## src/rtl/circ_pkg.sv

```systemverilog
// ----------------------------------------------------------------------------
// circ_pkg
// shared widths, codes and the step snapshot type of the circle rasterizer
// ----------------------------------------------------------------------------
package circ_pkg;

  localparam int CENTER_W = 12;   // signed center coordinate
  localparam int RADIUS_W = 10;
  localparam int OFS_W    = 11;   // signed x / y offset
  localparam int DEC_W    = 16;   // signed decision, wraps
  localparam int COORD_W  = 14;   // signed point coordinate, center plus offset
  localparam int PIX_W    = 9;
  localparam int COLOR_W  = 8;
  localparam int POINTS   = 8;
  localparam int IDX_W    = 3;

  localparam int FRAME_WIDTH_DEF  = 512;
  localparam int FRAME_HEIGHT_DEF = 512;

  localparam logic CMD_START = 1'b0;
  localparam logic CMD_STEP  = 1'b1;

  localparam logic [IDX_W-1:0] IDX_LAST = IDX_W'(POINTS - 1);

  // everything the point generator needs for one step
  typedef struct packed {
    logic signed [CENTER_W-1:0] cx;
    logic signed [CENTER_W-1:0] cy;
    logic signed [OFS_W-1:0]    x;
    logic signed [OFS_W-1:0]    y;
    logic [COLOR_W-1:0]         red;
    logic [COLOR_W-1:0]         green;
    logic [COLOR_W-1:0]         blue;
    logic                       done;
  } job_t;

endpackage

```

## src/rtl/circ_step.sv

```systemverilog
// ----------------------------------------------------------------------------
// circ_step
// circle state and midpoint decision update, one input beat per cycle on fire
// ----------------------------------------------------------------------------
module circ_step (
  input  logic                                 clk,
  input  logic                                 rst,
  input  logic                                 fire,
  input  logic                                 cmd,
  input  logic signed [circ_pkg::CENTER_W-1:0] center_x,
  input  logic signed [circ_pkg::CENTER_W-1:0] center_y,
  input  logic [circ_pkg::RADIUS_W-1:0]        radius,
  input  logic [circ_pkg::COLOR_W-1:0]         red,
  input  logic [circ_pkg::COLOR_W-1:0]         green,
  input  logic [circ_pkg::COLOR_W-1:0]         blue,
  output circ_pkg::job_t                       job,
  output logic                                 job_load
);

  logic signed [circ_pkg::CENTER_W-1:0] center_col_reg;
  logic signed [circ_pkg::CENTER_W-1:0] center_y_reg;
  logic signed [circ_pkg::OFS_W-1:0]    x_offset;
  logic signed [circ_pkg::OFS_W-1:0]    y_offset;
  logic signed [circ_pkg::DEC_W-1:0]    decision;
  logic [circ_pkg::COLOR_W-1:0]         red_reg;
  logic [circ_pkg::COLOR_W-1:0]         green_reg;
  logic [circ_pkg::COLOR_W-1:0]         blue_reg;
  logic                                 active;

  logic signed [circ_pkg::OFS_W-1:0] y_dec;
  logic signed [circ_pkg::OFS_W-1:0] x_offset_next;
  logic signed [circ_pkg::OFS_W-1:0] y_offset_next;
  logic signed [circ_pkg::DEC_W-1:0] dec_mid;
  logic signed [circ_pkg::DEC_W-1:0] decision_next;
  logic signed [circ_pkg::DEC_W-1:0] dec_start;
  logic                              done;

  always_comb begin
    y_dec         = y_offset - circ_pkg::OFS_W'(1);
    x_offset_next = x_offset + circ_pkg::OFS_W'(1);
    if (decision > circ_pkg::DEC_W'(0)) begin
      y_offset_next = y_dec;
      dec_mid = decision + circ_pkg::DEC_W'(2)
                - (circ_pkg::DEC_W'(y_dec) <<< 1);
    end else begin
      y_offset_next = y_offset;
      dec_mid       = decision;
    end
    decision_next = dec_mid + (circ_pkg::DEC_W'(x_offset_next) <<< 1)
                    + circ_pkg::DEC_W'(3);
    done      = x_offset_next > y_offset_next;
    dec_start = circ_pkg::DEC_W'(3)
                - (circ_pkg::DEC_W'(radius) << 1);
  end

  // snapshot of the pair before its update
  always_comb begin
    job.cx    = center_col_reg;
    job.cy    = center_y_reg;
    job.x     = x_offset;
    job.y     = y_offset;
    job.red   = red_reg;
    job.green = green_reg;
    job.blue  = blue_reg;
    job.done  = done;
  end

  assign job_load = fire && (cmd == circ_pkg::CMD_STEP) && active;

  always_ff @(posedge clk) begin
    if (rst) begin
      center_col_reg <= '0;
      center_y_reg   <= '0;
      x_offset       <= '0;
      y_offset       <= '0;
      decision       <= '0;
      red_reg        <= '0;
      green_reg      <= '0;
      blue_reg       <= '0;
      active         <= 1'b0;
    end else if (fire && (cmd == circ_pkg::CMD_START)) begin
      center_col_reg <= center_x;
      center_y_reg   <= center_y;
      x_offset       <= '0;
      y_offset       <= circ_pkg::OFS_W'(radius);
      decision       <= dec_start;
      red_reg        <= red;
      green_reg      <= green;
      blue_reg       <= blue;
      active         <= 1'b1;
    end else if (job_load) begin
      x_offset <= x_offset_next;
      y_offset <= y_offset_next;
      decision <= decision_next;
      if (done) begin
        active <= 1'b0;
      end
    end
  end

endmodule

```

## src/rtl/circ_point.sv

```systemverilog
// ----------------------------------------------------------------------------
// circ_point
// eight-way symmetric point generator with frame clipping and output register
// ----------------------------------------------------------------------------
module circ_point #(
  parameter int FRAME_WIDTH  = circ_pkg::FRAME_WIDTH_DEF,
  parameter int FRAME_HEIGHT = circ_pkg::FRAME_HEIGHT_DEF
) (
  input  logic                             clk,
  input  logic                             rst,
  input  circ_pkg::job_t                   job,
  input  logic                             job_load,
  output logic                             ready,
  output logic                             out_valid,
  input  logic                             out_stall,
  output logic [circ_pkg::PIX_W-1:0]       pixel_col,
  output logic [circ_pkg::PIX_W-1:0]       pixel_row,
  output logic [circ_pkg::COLOR_W-1:0]     out_red,
  output logic [circ_pkg::COLOR_W-1:0]     out_green,
  output logic [circ_pkg::COLOR_W-1:0]     out_blue,
  output logic                             write_enable,
  output logic                             last_of_step,
  output logic                             circle_done
);

  localparam logic signed [circ_pkg::COORD_W-1:0] FW = circ_pkg::COORD_W'(FRAME_WIDTH);
  localparam logic signed [circ_pkg::COORD_W-1:0] FH = circ_pkg::COORD_W'(FRAME_HEIGHT);

  circ_pkg::job_t                  job_q;
  logic                            busy;
  logic [circ_pkg::IDX_W-1:0]      idx;

  logic                                  advance;
  logic                                  last;
  logic signed [circ_pkg::OFS_W-1:0]     ofs_a;
  logic signed [circ_pkg::OFS_W-1:0]     ofs_b;
  logic signed [circ_pkg::COORD_W-1:0]   a_ext;
  logic signed [circ_pkg::COORD_W-1:0]   b_ext;
  logic signed [circ_pkg::COORD_W-1:0]   col;
  logic signed [circ_pkg::COORD_W-1:0]   yy;
  logic signed [circ_pkg::COORD_W-1:0]   row;
  logic                                  in_frame;

  assign advance = busy && (!out_valid || !out_stall);
  assign last    = (idx == circ_pkg::IDX_LAST);
  assign ready   = !busy || (advance && last);

  // idx[2] swaps x and y, idx[0] negates the column term, idx[1] the row term
  always_comb begin
    ofs_a    = idx[2] ? job_q.y : job_q.x;
    ofs_b    = idx[2] ? job_q.x : job_q.y;
    a_ext    = circ_pkg::COORD_W'(ofs_a);
    b_ext    = circ_pkg::COORD_W'(ofs_b);
    col      = circ_pkg::COORD_W'(job_q.cx) + (idx[0] ? -a_ext : a_ext);
    yy       = circ_pkg::COORD_W'(job_q.cy) + (idx[1] ? -b_ext : b_ext);
    row      = FH - circ_pkg::COORD_W'(1) - yy;
    in_frame = (col >= circ_pkg::COORD_W'(0)) && (col < FW)
               && (yy >= circ_pkg::COORD_W'(0)) && (yy < FH);
  end

  always_ff @(posedge clk) begin
    if (rst) begin
      busy <= 1'b0;
      idx  <= '0;
    end else if (job_load) begin
      busy  <= 1'b1;
      idx   <= '0;
      job_q <= job;
    end else if (advance) begin
      if (last) begin
        busy <= 1'b0;
      end else begin
        idx <= idx + circ_pkg::IDX_W'(1);
      end
    end
  end

  always_ff @(posedge clk) begin
    if (rst) begin
      out_valid <= 1'b0;
    end else if (advance) begin
      out_valid    <= 1'b1;
      pixel_col    <= in_frame ? col[circ_pkg::PIX_W-1:0] : '0;
      pixel_row    <= in_frame ? row[circ_pkg::PIX_W-1:0] : '0;
      out_red      <= job_q.red;
      out_green    <= job_q.green;
      out_blue     <= job_q.blue;
      write_enable <= in_frame;
      last_of_step <= last;
      circle_done  <= last && job_q.done;
    end else if (!out_stall) begin
      out_valid <= 1'b0;
    end
  end

endmodule

```

## src/rtl/circle_rasterizer.sv

```systemverilog
// ----------------------------------------------------------------------------
// circle_rasterizer
// midpoint circle pixel generator, eight clipped points per step command
// ----------------------------------------------------------------------------
//
//   channel  direction  handshake             payload
//   in       sink       in_valid / in_stall   cmd, center_x, center_y, radius,
//                                             red, green, blue
//   out      source     out_valid / out_stall pixel_col, pixel_row, out_red,
//                                             out_green, out_blue, write_enable,
//                                             last_of_step, circle_done
//
// a start beat or an ignored step beat gives no result
// a step beat gives eight result beats, one per cycle while out_stall is low;
// the point generator walks its eight symmetric points before taking a new step
// the next step is taken in the cycle its predecessor's last point moves out
// rst is synchronous; it drops any circle and any pending point
// out_stall holds the output register and, once the generator is full, in_stall
// ----------------------------------------------------------------------------
module circle_rasterizer #(
  parameter int FRAME_WIDTH  = circ_pkg::FRAME_WIDTH_DEF,
  parameter int FRAME_HEIGHT = circ_pkg::FRAME_HEIGHT_DEF
) (
  input  logic                                 clk,
  input  logic                                 rst,
  // input channel
  input  logic                                 in_valid,
  output logic                                 in_stall,
  input  logic                                 cmd,
  input  logic signed [circ_pkg::CENTER_W-1:0] center_x,
  input  logic signed [circ_pkg::CENTER_W-1:0] center_y,
  input  logic [circ_pkg::RADIUS_W-1:0]        radius,
  input  logic [circ_pkg::COLOR_W-1:0]         red,
  input  logic [circ_pkg::COLOR_W-1:0]         green,
  input  logic [circ_pkg::COLOR_W-1:0]         blue,
  // output channel
  output logic                                 out_valid,
  input  logic                                 out_stall,
  output logic [circ_pkg::PIX_W-1:0]           pixel_col,
  output logic [circ_pkg::PIX_W-1:0]           pixel_row,
  output logic [circ_pkg::COLOR_W-1:0]         out_red,
  output logic [circ_pkg::COLOR_W-1:0]         out_green,
  output logic [circ_pkg::COLOR_W-1:0]         out_blue,
  output logic                                 write_enable,
  output logic                                 last_of_step,
  output logic                                 circle_done
);

  circ_pkg::job_t job;
  logic           job_load;
  logic           ready;
  logic           fire;

  // a beat is taken whenever the point generator can take a fresh step
  assign in_stall = !ready;
  assign fire     = in_valid && !in_stall;

  // circle state, decision update, step snapshot
  circ_step u_step (
    .clk      (clk),
    .rst      (rst),
    .fire     (fire),
    .cmd      (cmd),
    .center_x (center_x),
    .center_y (center_y),
    .radius   (radius),
    .red      (red),
    .green    (green),
    .blue     (blue),
    .job      (job),
    .job_load (job_load)
  );

  // octant mirroring, frame clipping, result register
  circ_point #(
    .FRAME_WIDTH  (FRAME_WIDTH),
    .FRAME_HEIGHT (FRAME_HEIGHT)
  ) u_point (
    .clk          (clk),
    .rst          (rst),
    .job          (job),
    .job_load     (job_load),
    .ready        (ready),
    .out_valid    (out_valid),
    .out_stall    (out_stall),
    .pixel_col    (pixel_col),
    .pixel_row    (pixel_row),
    .out_red      (out_red),
    .out_green    (out_green),
    .out_blue     (out_blue),
    .write_enable (write_enable),
    .last_of_step (last_of_step),
    .circle_done  (circle_done)
  );

endmodule

```

## config.mk

```make
export PLATFORM = sky130hd
export DESIGN_NAME = circle_rasterizer
export DESIGN_NICKNAME = d
export VERILOG_FILES = /design/src/rtl/circ_pkg.sv /design/src/rtl/circ_step.sv /design/src/rtl/circ_point.sv /design/src/rtl/circle_rasterizer.sv
export SDC_FILE = /design/constraint.sdc
export NUM_CORES = 1
export LEC_CHECK = 0
export ABC_CLOCK_PERIOD_IN_PS = 11700
export BUFFER_PORTS_ARGS = -buffer_cell sky130_fd_sc_hd__buf_4
export CORE_MARGIN = 4
export CORE_UTILIZATION = 60
export CTS_CLUSTER_SIZE = 28
export DETAILED_ROUTE_END_ITERATION = 12
export PLACE_DENSITY = 0.91
export SLEW_MARGIN = 20
export SYNTH_ARGS = -nofsm -noshare
export SYNTH_HDL_FRONTEND = slang
export SYNTH_HIERARCHICAL = 1
export SYNTH_SLANG_ARGS = --single-unit
```

## constraint.sdc

```tcl
create_clock -name clk -period 11.7 [get_ports clk]
set_input_delay 1.17 -clock clk [delete_from_list [all_inputs] [get_ports clk]]
set_output_delay 1.17 -clock clk [all_outputs]
set_load 0.1 [all_outputs]
```

# Word-level counts from Yosys, hierarchy flattened
# Cells that the tools add are included.
dict set report totals {
  wordCells 98
  latch_bits 0
  n_memories 0
  register_bits 208
  rom_bits 0
  output_inout_bits 47
  ramBits 0
  inputBits 63
}
dict set report classes {
  n_reduce_logical 27
  n_lt_le_gt_ge 6
  bitwise_logic 3
  n_eq_ne 2
  shifts 0
  addsub 13
  n_mul 0
  div_mod_pow 0
  mux 18
}
# operator count
set ops {}
lappend ops {{$mux W16} 3}
lappend ops {{$mux W11} 3}
lappend ops {{$add A16 B3 Y16 const B} 2}
lappend ops {{$add A12 B14 Y14} 2}
lappend ops {{$ge A14 B1 Y1 const B} 2}
lappend ops {{$lt A14 B11 Y1 const B} 2}
lappend ops {{$mux W14} 2}
lappend ops {{$neg A11 Y14} 2}
lappend ops {{$mux W10} 2}
lappend ops {{$add A16 B12 Y16} 1}
lappend ops {{$gt A16 B1 Y1 const B} 1}
lappend ops {{$sub A16 B12 Y16} 1}
lappend ops {{$sub A2 B11 Y12 const A} 1}
lappend ops {{$add A11 B2 Y11 const B} 1}
lappend ops {{$gt A11 B11 Y1} 1}
lappend ops {{$sub A11 B2 Y11 const B} 1}
lappend ops {{$logic_and A1 B1 Y1} 10}
lappend ops {{$reduce_and A2 Y1} 5}
lappend ops {{$sub A1 B9 Y9 const A} 1}
lappend ops {{$mux W1} 8}
lappend ops {{$reduce_bool A2 Y1} 4}
lappend ops {{$logic_not A1 Y1} 4}
lappend ops {{$reduce_or A2 Y1} 2}
lappend ops {{$add A3 B1 Y3 const B} 1}
lappend ops {{other kinds (4)} 7}

# Longest topological paths before layout
# Gate-level depths: netlist (run 1).
dict set report depth {
  depth_word 10
  ltp_mapped 26
  mapped_depth_nobuf 25
}

# By module
# The synthesis (run 1) kept the hierarchy.
# module cells_per_inst seq_area_each_um2 area_each_um2 n_inst
set by_module_without_submodules {}
lappend by_module_without_submodules {circ_point 451 3583.4 6020.8 1}
lappend by_module_without_submodules {circ_step 760 1741.7 5838.1 1}
lappend by_module_without_submodules {circle_rasterizer 2 0.0 10.0 1}

# Worst setup path after synthesis (run 1)
# OpenSTA, ideal clock, no wires.
dict set report synth_path {
  path_type {register to register}
  from {register u_point/idx[2] (netlist name)}
  to {register u_point/pixel_col[2] (netlist name) (data pin)}
  n_path_buf 6
  setup_time_ps 170
  period_less_slack_ps 5819
  path_stages_with_launch 22
  required_time_ps 11530
  path_slack_ps 5881
  arrival_ps 5649
  cell_sequence {dfxtp_1 -> buf_2 -> buf_1 -> clkbuf_1 -> clkbuf_1 -> mux2i_1 -> ha_1 -> o21ai_0 -> or2_2 -> o21ai_0 -> xor2_1 -> ha_1 -> and3_1 -> nand3_1 -> a211oi_1 -> o31ai_4 -> xnor2_1 -> or4_1 -> or4_1 -> buf_6 -> buf_12 -> nor4_2}
}
dict set report synth_via {
  elab_chain_cells 8
  word_cells_on_any_way 15
  classes_between {4 x add/sub; 4 x order compare; 4 x mux; 3 x reduce/logical}
}
# item line
set synth_rtl {}
lappend synth_rtl {{start: declaration} circ_point.sv:31} ;# logic [circ_pkg::IDX_W-1:0] idx;
lappend synth_rtl {{start signal: assignment} circ_point.sv:73} ;# idx <= idx + circ_pkg::IDX_W'(1);
lappend synth_rtl {{$mux W11} circ_point.sv:50} ;# ofs_a = idx[2] ? job_q.y : job_q.x;
lappend synth_rtl {{$neg A11 Y14} circ_point.sv:54} ;# col = circ_pkg::COORD_W'(job_q.cx) + (idx[0] ? -a_ext : a_ext);
lappend synth_rtl {{$mux W14} circ_point.sv:54}
lappend synth_rtl {{$add A12 B14 Y14} circ_point.sv:54}
lappend synth_rtl {{$ge A14 B1 Y1 / $lt A14 B11 Y1 (equally long branches)} circ_point.sv:57} ;# in_frame = (col >= circ_pkg::COORD_W'(0)) && (col < FW)
lappend synth_rtl {{$logic_and A1 B1 Y1} circ_point.sv:57}
lappend synth_rtl {{$logic_and A1 B1 Y1 (2 in series)} circ_point.sv:58} ;# && (yy >= circ_pkg::COORD_W'(0)) && (yy < FH);
lappend synth_rtl {{end signal: assignment} circ_point.sv:83} ;# pixel_col <= in_frame ? col[circ_pkg::PIX_W-1:0] : '0;
lappend synth_rtl {{end: declaration} circ_point.sv:16} ;# output logic [circ_pkg::PIX_W-1:0] pixel_col,
# Parallel ways exist; a longest one is shown, timed or not.
# A chain may end at the register's enable or synchronous reset.

# Final worst setup path (run 1)
dict set report layout_path {
  from {register u_point/idx[2] (netlist name)}
  to {register u_point/pixel_row[6] (netlist name) (data pin)}
}
dict set report layout_via {
  elab_chain_cells 8
  word_cells_on_any_way 16
  classes_between {5 x add/sub; 4 x order compare; 4 x mux; 3 x reduce/logical}
}
# item line
set layout_rtl {}
lappend layout_rtl {{$mux W11} circ_point.sv:50}
lappend layout_rtl {{$neg A11 Y14} circ_point.sv:54}
lappend layout_rtl {{$mux W14} circ_point.sv:54}
lappend layout_rtl {{$add A12 B14 Y14} circ_point.sv:54}
lappend layout_rtl {{$ge A14 B1 Y1 / $lt A14 B11 Y1 (equally long branches)} circ_point.sv:57}
lappend layout_rtl {{$logic_and A1 B1 Y1} circ_point.sv:57}
lappend layout_rtl {{$logic_and A1 B1 Y1 (2 in series)} circ_point.sv:58}
lappend layout_rtl {{end signal: assignment} circ_point.sv:84} ;# pixel_row <= in_frame ? row[circ_pkg::PIX_W-1:0] : '0;
lappend layout_rtl {{end: declaration} circ_point.sv:17} ;# output logic [circ_pkg::PIX_W-1:0] pixel_row,
# Parallel ways exist; a longest one is shown, timed or not.

==> results of run 1 <==
worst max path at each step:
stage                            to  slack (ps)      startpoint
2_1_floorplan  u_point/pixel_col[2]        5880  u_point/idx[2]
3_3_place_gp   u_point/pixel_row[1]        6210  u_point/idx[2]
3_5_place_dp   u_point/pixel_row[6]        6010  u_point/idx[2]
4_1_cts        u_point/pixel_row[1]        5990  u_point/idx[2]
5_1_grt        u_point/pixel_col[0]        5490  u_point/idx[2]
6_report       u_point/pixel_row[6]        5920  u_point/idx[2]
synthesized netlist by cell type (all sizes together), types with 7 or more instances:
library cell	count	area, um^2
ha	96	1200
xor2	51	447
nor2	95	357
nand4	8	50.1
nor3	28	140
clkbuf	35	131
xnor2	57	507
nand3	21	105
o21ai	61	305
a211oi	13	97.6
nor2b	11	68.8
o21a	12	90.1
dfxtp	92	1840
a21oi	102	510
a31oi	11	68.8
inv	43	161
nor4	23	209
nand2	161	604
mux2i	25	254
buf	12	80.1
or3	8	50.1
nand2b	17	106
edfxtp	116	3480
a21o	11	82.6
o211ai	7	52.6
routing by layer:
| layer | global-route usage (%) | vias to the layer above |
|---|---|---|
| met3 | 3.78 | 95 |
| met4 | 11.7 | 0 |
| met1 | 34.9 | 4588 |
| li1 | - | 4570 |
| met5 | 0 | - |
| met2 | 46.0 | 448 |
cells in the final DEF, fill, tap and decap left out, types with 7 or more instances in the layout:
cell	n
a31oi_1	11
nor2b_1	10
a21oi_1	102
buf_4	117
clkbuf_16	22
edfxtp_1	116
or3_1	8
nand3_1	21
nor2_1	93
nand2b_1	17
nor3_1	28
nor4_2	8
inv_1	43
nor4_1	14
a211oi_1	13
o211ai_1	7
o21a_1	12
mux2i_1	24
dfxtp_1	91
a21o_1	11
xor2_1	51
nand2_1	160
nand4_1	8
xnor2_1	55
ha_1	96
o21ai_0	59
kinds of logic (layout without fill, tap and decap cells):
kind of cell / after synthesis / count (layout) / synth area share [%]
muxes: 30 / 30 / 2.61
DFF: 208 / 208 / 44.9
AOI/OAI and AO/OA: 272 / 272 / 14.2
adders and majority gates: 100 / 100 / 10.8
buffers and inverters: 91 / 201 / 3.17
and+or+nand+nor: 404 / 404 / 16.3
xor gates and xnor gates: 108 / 108 / 8.03
report_power, final:
| group | switching (mW) | internal, mW | leakage [nW] |
|---|---|---|---|
| Combinational | 0.334 | 0.234 | 3.16 |
| Sequential | 0.0287 | 0.792 | 1.90 |
| Clock | 0.291 | 0.477 | 0.391 |
| Total | 0.653 | 1.50 | 5.45 |
cell type report:
class	count	area, um^2
clock buffer	28	603
sequential	208	5330
clock inverter	12	203
fill	1295	5730
inverter	44	165
timing repair buffer	117	878
multi-input combinational	914	6220
tap	265	332
critical path: stages (launching register included):
cell and delay, ps:
dfxtp_2 930, mux2_2 430, inv_1 60, ha_1 150, o21ai_0 110, or2_2 330
o21ai_0 220, xor2_1 100, ha_1 390, and3_1 210, nand3_1 100, a211oi_1 520
o31ai_4 120, xnor2_1 140, or4_1 510, or4_1 810, nor4_1 440
==> flow_summary.json, run 1 <==
{
  "die_w_um": 149,
  "r2r_end": "u_point/pixel_row[6]",
  "cts.sinks": 208,
  "fin_cells": 1588,
  "rr_startpoint": "u_point/idx[2]",
  "dp.cells": 1548,
  "drc": 0,
  "met2_length_mm": 15.1,
  "top_register": "u_point/job_q",
  "finalSetupViolCount": 0,
  "syn_area_um2": 11900,
  "htree_levels": 1,
  "area_growth_pct": 15.7,
  "timing.hold.ws_ps": 408,
  "power.leakage_nw": 5.45,
  "reg2reg_slack_ps": 5920,
  "antenna_found_initial": 0,
  "vias": 9701,
  "slew_headroom_pct": 31.8,
  "postCtsSetupRepairBufs": 0,
  "status": "finished, final reports clean",
  "place_area_um2": 12900,
  "critPathKind": "flop to flop",
  "dr.pass1.iters": 6,
  "viasPerCell": 6.11,
  "critPathLaunchType": "flop",
  "hold_path.class": "flop to flop",
  "holdBufCountCts": 0,
  "setup_slack_ps": 5920,
  "track_usage_pct": 27.2,
  "synth_cell_types": 73,
  "yosysSeqAreaShare_pct": 44.9,
  "rr_worst_depth": 16,
  "p_per_area_nw_per_um2": 157,
  "crit_arrival_ps": 6080,
  "clock-root-buffer": "clkbuf_16",
  "synth_nets": 1376,
  "postRouteAntennaNets": 0,
  "fin_area_um2": 13700,
  "syn_inst": 1213,
  "ios": 110,
  "cts_buffers": 22,
  "drive_above_1_share_pct": 13.9,
  "yosysWarnings": 6,
  "start_util_pct": 61.0,
  "cts_tree": "built",
  "wire_per_inst_um": 19.3,
  "hp-start": "u_point/job_q[8]",
  "total_power_mw": 2.16,
  "min_period_ps": 5780,
  "clock_skew_ps": 23.7,
  "drv_cap": 0,
  "io_buffers": 109,
  "synth_ff_type": "edfxtp_1",
  "post_cts_resized": 0,
  "met1_length_mm": 11.9,
  "grt_overflow": 0,
  "holdPathEnd": "u_point/out_blue[7]",
  "design.die.area_um2": 22100,
  "end_kind": "flop",
  "clkTransAtPathRegs_ps": 60,
  "grt_start_max_net_pins": 84,
  "clk_latency_ps": 510,
  "largest_reg_flops": 71,
  "crit_required_ps": 12000,
  "nNetsFinal": 1470,
  "avgSynthCellArea_um2": 9.78,
  "worst_slew_pin_slew_ps": 1020,
  "place_hpwl_mm": 21.3,
  "synth.ff_latch_count": 208,
  "n_antenna_cell": 0,
  "clockBufferDepth": 3,
  "top_regs": "u_point/job_q: 71 flops, u_step/decision: 16 flops",
  "wl_met3_mm": 2.16,
  "finalHoldViolCount": 0,
  "drt_wl_total_mm": 30.6,
  "drtIter0Drc": 1037,
  "die_height_um": 149,
  "synthArstFlopShare_pct": 0,
  "core_area_um2": 19500,
  "grt_pass1_vias": 9437,
  "gp_congestion": 0.957,
  "cp_max_fo": 43,
  "placementRows": 51,
  "synth_edf_count": 116,
  "whs_path_depth": 0,
  "peakVddDrop_mv": 0.152,
  "pre_cts_ws_ps": 6010,
  "grt_pass1_wl_mm": 48.6,
  "topRoutingLayerUsed": "met4",
  "clock.fmax_mhz": 173,
  "fin_crit_sh_pct": 49.4,
  "final.setup.tns_ps": 0,
  "rsz0062_at_grt": "no",
  "drv_slew": 0,
  "final_util_pct": 70.5
}
(Power assumes the default switching activity.)
==> inputs of run 2 (changes only) <==
Settings changed: ABC_CLOCK_PERIOD_IN_PS 11700 to 5100, CORE_UTILIZATION 60 to 54, PLACE_DENSITY 0.91 to 0.87.
Clock period 11.7 ns to 5.1 ns, I/O delays scaled along.
==> run 2 against run 1 <==
Net effect:
- first-iteration DRC count is 35% lower
- register-to-register slack worse by 5800 ps
- non-clock buffer count is 19 higher
- critical path depth is 8 higher
- final cell count is 1.6% higher
- count of clock-buffer cells in the layout is 3 higher
- die area is 11% higher
- clock skew is 12 ps lower
- maximum frequency is 16% higher
- critical path type unchanged
- largest cell class unchanged
- highest routed layer unchanged
==> flow_summary.json, run 2 (same netlist as run 1, synthesis figures left out) <==
{
  "holdBufCountCts": 0,
  "cts_buffers": 21,
  "fin_crit_sh_pct": 97.6,
  "design.die.area_um2": 24400,
  "drc": 0,
  "grt_start_max_net_pins": 84,
  "hold_path.class": "primary input to flop",
  "dp.cells": 1573,
  "top_register": "u_point/job_q",
  "top_regs": "u_point/job_q: 71 flops, u_step/decision: 16 flops",
  "worst_slew_pin_slew_ps": 1120,
  "cpMostUsedCell": "ha_1",
  "mostFrequentLayoutCells": "nand2_1 (160), buf_4 (134), edfxtp_1 (116)",
  "cts.sinks": 208,
  "clkTransAtPathRegs_ps": 60,
  "ios": 110,
  "place_hpwl_mm": 20.8,
  "combinationalPowerShare_pct": 28.9,
  "core_area_um2": 21300,
  "r2r_end": "u_step/decision[15]",
  "crit_chain": "buf_4, or3_1, nor3_2, nor3b_2, buf_4, nand2_1, xor2_1, ha_1, ha_1, nand2_1, a2111oi_1, a211oi_2, nand2b_1, a21oi_2, xor2_1, o21ai_0, ha_1, ha_1, a21o_1, a21oi_1, o21ai_1, xnor2_1, or3_1, nand3_1",
  "setup_slack_ps": 123,
  "p_per_area_nw_per_um2": 343,
  "io_buffers": 109,
  "die_height_um": 156,
  "largest_reg_flops": 71,
  "reg2reg_slack_ps": 120,
  "met1_usage_pct": 30.1,
  "postRouteAntennaNets": 0,
  "track_usage_pct": 24.1,
  "htree_levels": 1,
  "rr_startpoint": "u_step/y_offset[0]",
  "timing.hold.ws_ps": 258,
  "crit_arrival_ps": 5420,
  "nNetsFinal": 1488,
  "drtIter0Drc": 679,
  "antenna_found_initial": 0,
  "clock-root-buffer": "clkbuf_16",
  "clockBufferDepth": 3,
  "clock_skew_ps": 11.8,
  "switching_share_pct": 31.2,
  "hp-start": "center_x[4]",
  "power.internal_mw": 3.27,
  "fin_cells": 1614,
  "wire_per_inst_um": 18.9,
  "die_w_um": 156,
  "finalSetupViolCount": 0,
  "p_switching_mw": 1.48,
  "gp_congestion": 0.993,
  "final_common_cell": "nand2_1",
  "critPathKind": "flop to flop",
  "status": "finished, final reports clean",
  "busiest_layer": "met2",
  "dr.pass1.iters": 7,
  "grt_pass1_vias": 9687,
  "seqPwrFrac_pct": 39.4,
  "n_antenna_cell": 0,
  "holdPathEnd": "u_step/center_col_reg[4]",
  "slowest_delay_ps": 430,
  "drv_cap": 0,
  "slew_headroom_pct": 25.1,
  "viasPerCell": 6.03,
  "cp_max_fo": 4,
  "drt_wl_total_mm": 30.4,
  "start_util_pct": 55.8,
  "crit_required_ps": 5540,
  "power.leakage_nw": 5.48,
  "grt_pass1_wl_mm": 48.1,
  "nFillCells": 1571,
  "critPathLaunchType": "flop",
  "peakVddDrop_mv": 0.230,
  "end_kind": "flop",
  "grt_util_met3_pct": 3.54,
  "grtUsageMet2_pct": 42.6,
  "area_growth_pct": 16.7,
  "cts_tree": "built",
  "clk_latency_ps": 500,
  "whs_path_depth": 3,
  "finalHoldViolCount": 0,
  "final.setup.tns_ps": 0,
  "slowest_stage": "or3_1",
  "placementRows": 53,
  "grt_overflow": 0,
  "vias": 9726,
  "p_clk_share_pct": 31.7,
  "min_period_ps": 4980,
  "clock.fmax_mhz": 201,
  "pre_cts_ws_ps": 25.6,
  "final_util_pct": 65.1,
  "drive_above_1_share_pct": 16.2,
  "drv_slew": 0,
  "rr_worst_depth": 24
}
run 2: changes by cell type in the layout (fill, tap and decap cells not counted), moves of 3 or more:
cell / delta
buf_4: +17
o21ai_0: -6
clkbuf_1: +5
o21ai_1: +5
bufinv_16: -4
clkinv_1: -4
a21oi_1: -3
a21oi_2: +3
ha_1: -3
run 2: worst max-delay path by stage:
stage,start,endpoint,cells after the start
global placement,u_step/y_offset[0],u_step/decision[15],23
floorplan,u_point/idx[2],u_point/pixel_col[2],21
detailed placement,u_step/y_offset[0],u_step/decision[15],23
finish,u_step/y_offset[0],u_step/decision[15],24
CTS,u_step/y_offset[0],u_step/decision[15],23
global route,u_step/y_offset[0],u_step/decision[15],23
run 2: power by group through the flow:
stage	clock network (mW)	logic [mW]	registers, mW
after global routing	1.59	1.52	1.88
after CTS	1.52	1.28	1.87
final	1.51	1.37	1.87
after floorplan	0	0.952	1.91
after global placement	0	1.22	1.90
after detailed placement	0	1.26	1.90
run 2: repair_timing:
action,in CTS,in global routing
buffers inserted,0,4
hold endpoints to repair,0,0
endpoints found under the setup margin,1,10
gates resized for setup,1,28
pin swaps,0,9
run 2: per-layer routing:
metal  share of wire [%]  vias to the layer above
li1                    -                     4606
met1                  40                     4626
met2                  50                      405
met3                 6.7                       89
met4                 3.6                        0
met5                   0                        -
run 2: stage by stage:
| stage | total power [mW] | cell area (um^2) |
|---|---|---|
| finish | 4.75 | 13800 |
| global route | 4.98 | 13800 |
| detailed placement | 3.17 | 13000 |
| floorplan | 2.86 | 11900 |
| global placement | 3.12 | 13000 |
| CTS | 4.67 | 13700 |
run 2: worst max-delay path: cells and delay by family, from the launching register on:
family                     cells  cell delay (ps)
xor gates and xnor gates       3              450
buffers and inverters          2              300
AOI/OAI and AO/OA              7             1140
adders and majority gates      4             1200
DFF                            1              310
and+or+nand+nor                8             1510
run 2: final cells by class:
class	instances	area [um^2]	share of cell area, %
sequential	208	5330	38.5
multi-input combinational	914	6320	45.6
tap	275	344	2.48
clock buffer	31	594	4.29
inverter	44	165	1.19
timing repair buffer	136	1040	7.49
clock inverter	6	61.3	0.443
==> inputs of run 3 (changes only) <==
Settings changed: MAX_ROUTING_LAYER set to met4.
==> run 3 against run 2 <==
Net effect:
- die area is the same
- sequential share of layout area shrank 0.21 points
- critical path type unchanged
- clock skew grew 2.9 ps
- final cell count grew 0.25%
- final area grew 0.60%
- largest power group unchanged
==> flow_summary.json, run 3 (same netlist as run 1, synthesis figures left out) <==
{
  "status": "finished, final reports clean",
  "placementRows": 53,
  "grt_overflow": 0,
  "drv_cap": 0,
  "place_hpwl_mm": 21.3,
  "drive_above_1_share_pct": 16.6,
  "p_per_area_nw_per_um2": 345,
  "die_w_um": 156,
  "io_buffers": 109,
  "core_area_um2": 21300,
  "clkTransAtPathRegs_ps": 60,
  "final_common_cell": "nand2_1",
  "worst_slew_pin_slew_ps": 1020,
  "ios": 110,
  "seqCellArea_um2": 5330,
  "clock_skew_ps": 14.7,
  "largest_reg_flops": 71,
  "timing.critical_path.buf_inv": 1,
  "clockBufferDepth": 3,
  "crit_chain": "inv_1, ha_1, or3b_4, nand2b_1, nor3_2, xnor2_1, ha_1, ha_2, a21oi_2, o211ai_1, a211oi_2, nand2b_1, a21oi_1, xor2_1, o21ai_0, ha_1, ha_1, a21o_1, a21oi_1, o21ai_1, xnor2_1, or3_1, nand3_1",
  "cpMostUsedCell": "ha_1",
  "slew_headroom_pct": 31.6,
  "cts.sinks": 208,
  "top_register": "u_point/job_q",
  "cts_buffers": 22,
  "setup_slack_ps": 195,
  "htree_levels": 1,
  "track_usage_pct": 24.9,
  "fin_cells": 1618,
  "end_kind": "flop",
  "rsz0062_at_grt": "yes",
  "finalHoldViolCount": 0,
  "postRouteAntennaNets": 0,
  "hold_path.class": "primary input to flop",
  "postCtsSetupRepairBufs": 0,
  "power.leakage_nw": 5.54,
  "fin_crit_sh_pct": 96.2,
  "critPathKind": "flop to flop",
  "clk_latency_ps": 510,
  "power.internal_mw": 3.32,
  "min_period_ps": 4900,
  "slowest_stage": "or3b_4",
  "peakVddDrop_mv": 0.247,
  "area_growth_pct": 17.4,
  "crit_required_ps": 5540,
  "clock.fmax_mhz": 204,
  "design.die.area_um2": 24400,
  "clock-root-buffer": "clkbuf_16",
  "dr.pass1.iters": 5,
  "pre_cts_ws_ps": -31.2,
  "dp.cells": 1578,
  "drc": 0,
  "antenna_found_initial": 0,
  "critPathLaunchType": "flop",
  "p_clk_share_pct": 33.0,
  "combinationalPowerShare_pct": 28.2,
  "vias": 9723,
  "viasPerCell": 6.01,
  "critPathTopFamily": "adder cells",
  "nFillCells": 1566,
  "nNetsFinal": 1490,
  "top_regs": "u_point/job_q: 71 flops, u_step/decision: 16 flops",
  "seqPwrFrac_pct": 38.9,
  "wire_per_inst_um": 18.9,
  "drv_slew": 0,
  "start_util_pct": 55.8,
  "drtIter0Drc": 708,
  "p_switching_mw": 1.49,
  "grt_start_max_net_pins": 62,
  "multi_input_area_um2": 6320,
  "grt_pass1_vias": 9665,
  "n_antenna_cell": 0,
  "cp_max_fo": 8,
  "grt_pass1_wl_mm": 48.1,
  "final.setup.tns_ps": 0,
  "die_height_um": 156,
  "switching_share_pct": 31.0,
  "slowest_delay_ps": 410,
  "finalSetupViolCount": 0,
  "total_power_mw": 4.81,
  "drt_wl_total_mm": 30.6,
  "crit_arrival_ps": 5340,
  "mostFrequentLayoutCells": "nand2_1 (160), buf_4 (134), edfxtp_1 (116)",
  "gp_congestion": 0.964,
  "cts_tree": "built"
}
## run 3: through the flow
step	instance area (um^2)	hold slack, ps	utilization, %
global route	13900	249	65.4
floorplan	11900	400	-
CTS	13800	239	64.9
finish	13900	250	65.4
detailed placement	13100	405	61.5
global placement	13100	400	61.5
## run 3: worst paths after layout
| kind | start | end | slack (ps) | cells after the start |
|---|---|---|---|---|
| worst max register to register | u_step/y_offset[0] | u_step/decision[15] | 200 | 23 |
| worst min-delay path | out_stall | u_point/out_valid | 250 | 3 |
| worst min register to register | u_point/job_q[13] | u_point/out_green[4] | 420 | 0 |
| worst max-delay path | u_step/y_offset[0] | u_step/decision[15] | 200 | 23 |
## run 3: area by class of cell
class                   instances  area share [%]
multi-input cells             914            45.3
flip-flops and latches        208            38.3
repair buffers                137            7.59
clock buffers                  32            4.59
well taps                     275            2.47
inverters                      44            1.19
clock inverters                 8           0.566
## run 3: repair_timing
action	4_1_cts	5_1_grt
resized for setup	2	22
pin swaps	0	2
setup endpoints to repair	1	25
hold buffers	0	0
## run 3: worst register-to-register path, stage by stage, from the launching register on
cell and delay [ps]:
dfxtp_1 310, inv_1 110, ha_1 180, or3b_4 410, nand2b_1 220, nor3_2 180
xnor2_1 150, ha_1 250, ha_2 350, a21oi_2 170, o211ai_1 170, a211oi_2 240
nand2b_1 80, a21oi_1 180, xor2_1 160, o21ai_0 100, ha_1 300, ha_1 310
a21o_1 160, a21oi_1 130, o21ai_1 90, xnor2_1 150, or3_1 360, nand3_1 80
## run 3: layer usage
layer	GRT usage (%)	up-vias	wire [um]
li1	-	4605	-
met1	30.2	4621	12100
met2	42.8	399	15400
met3	3.18	98	1930
met4	8.72	0	1140
met5	-	-	0
## run 3: power groups by stage
stage / combinational (mW) / clock [mW] / sequential [mW]
6_report: 1.36 / 1.59 / 1.87
5_1_grt: 1.49 / 1.68 / 1.88
3_3_place_gp: 1.22 / 0 / 1.90
3_5_place_dp: 1.26 / 0 / 1.90
4_1_cts: 1.29 / 1.61 / 1.87
2_1_floorplan: 0.952 / 0 / 1.91
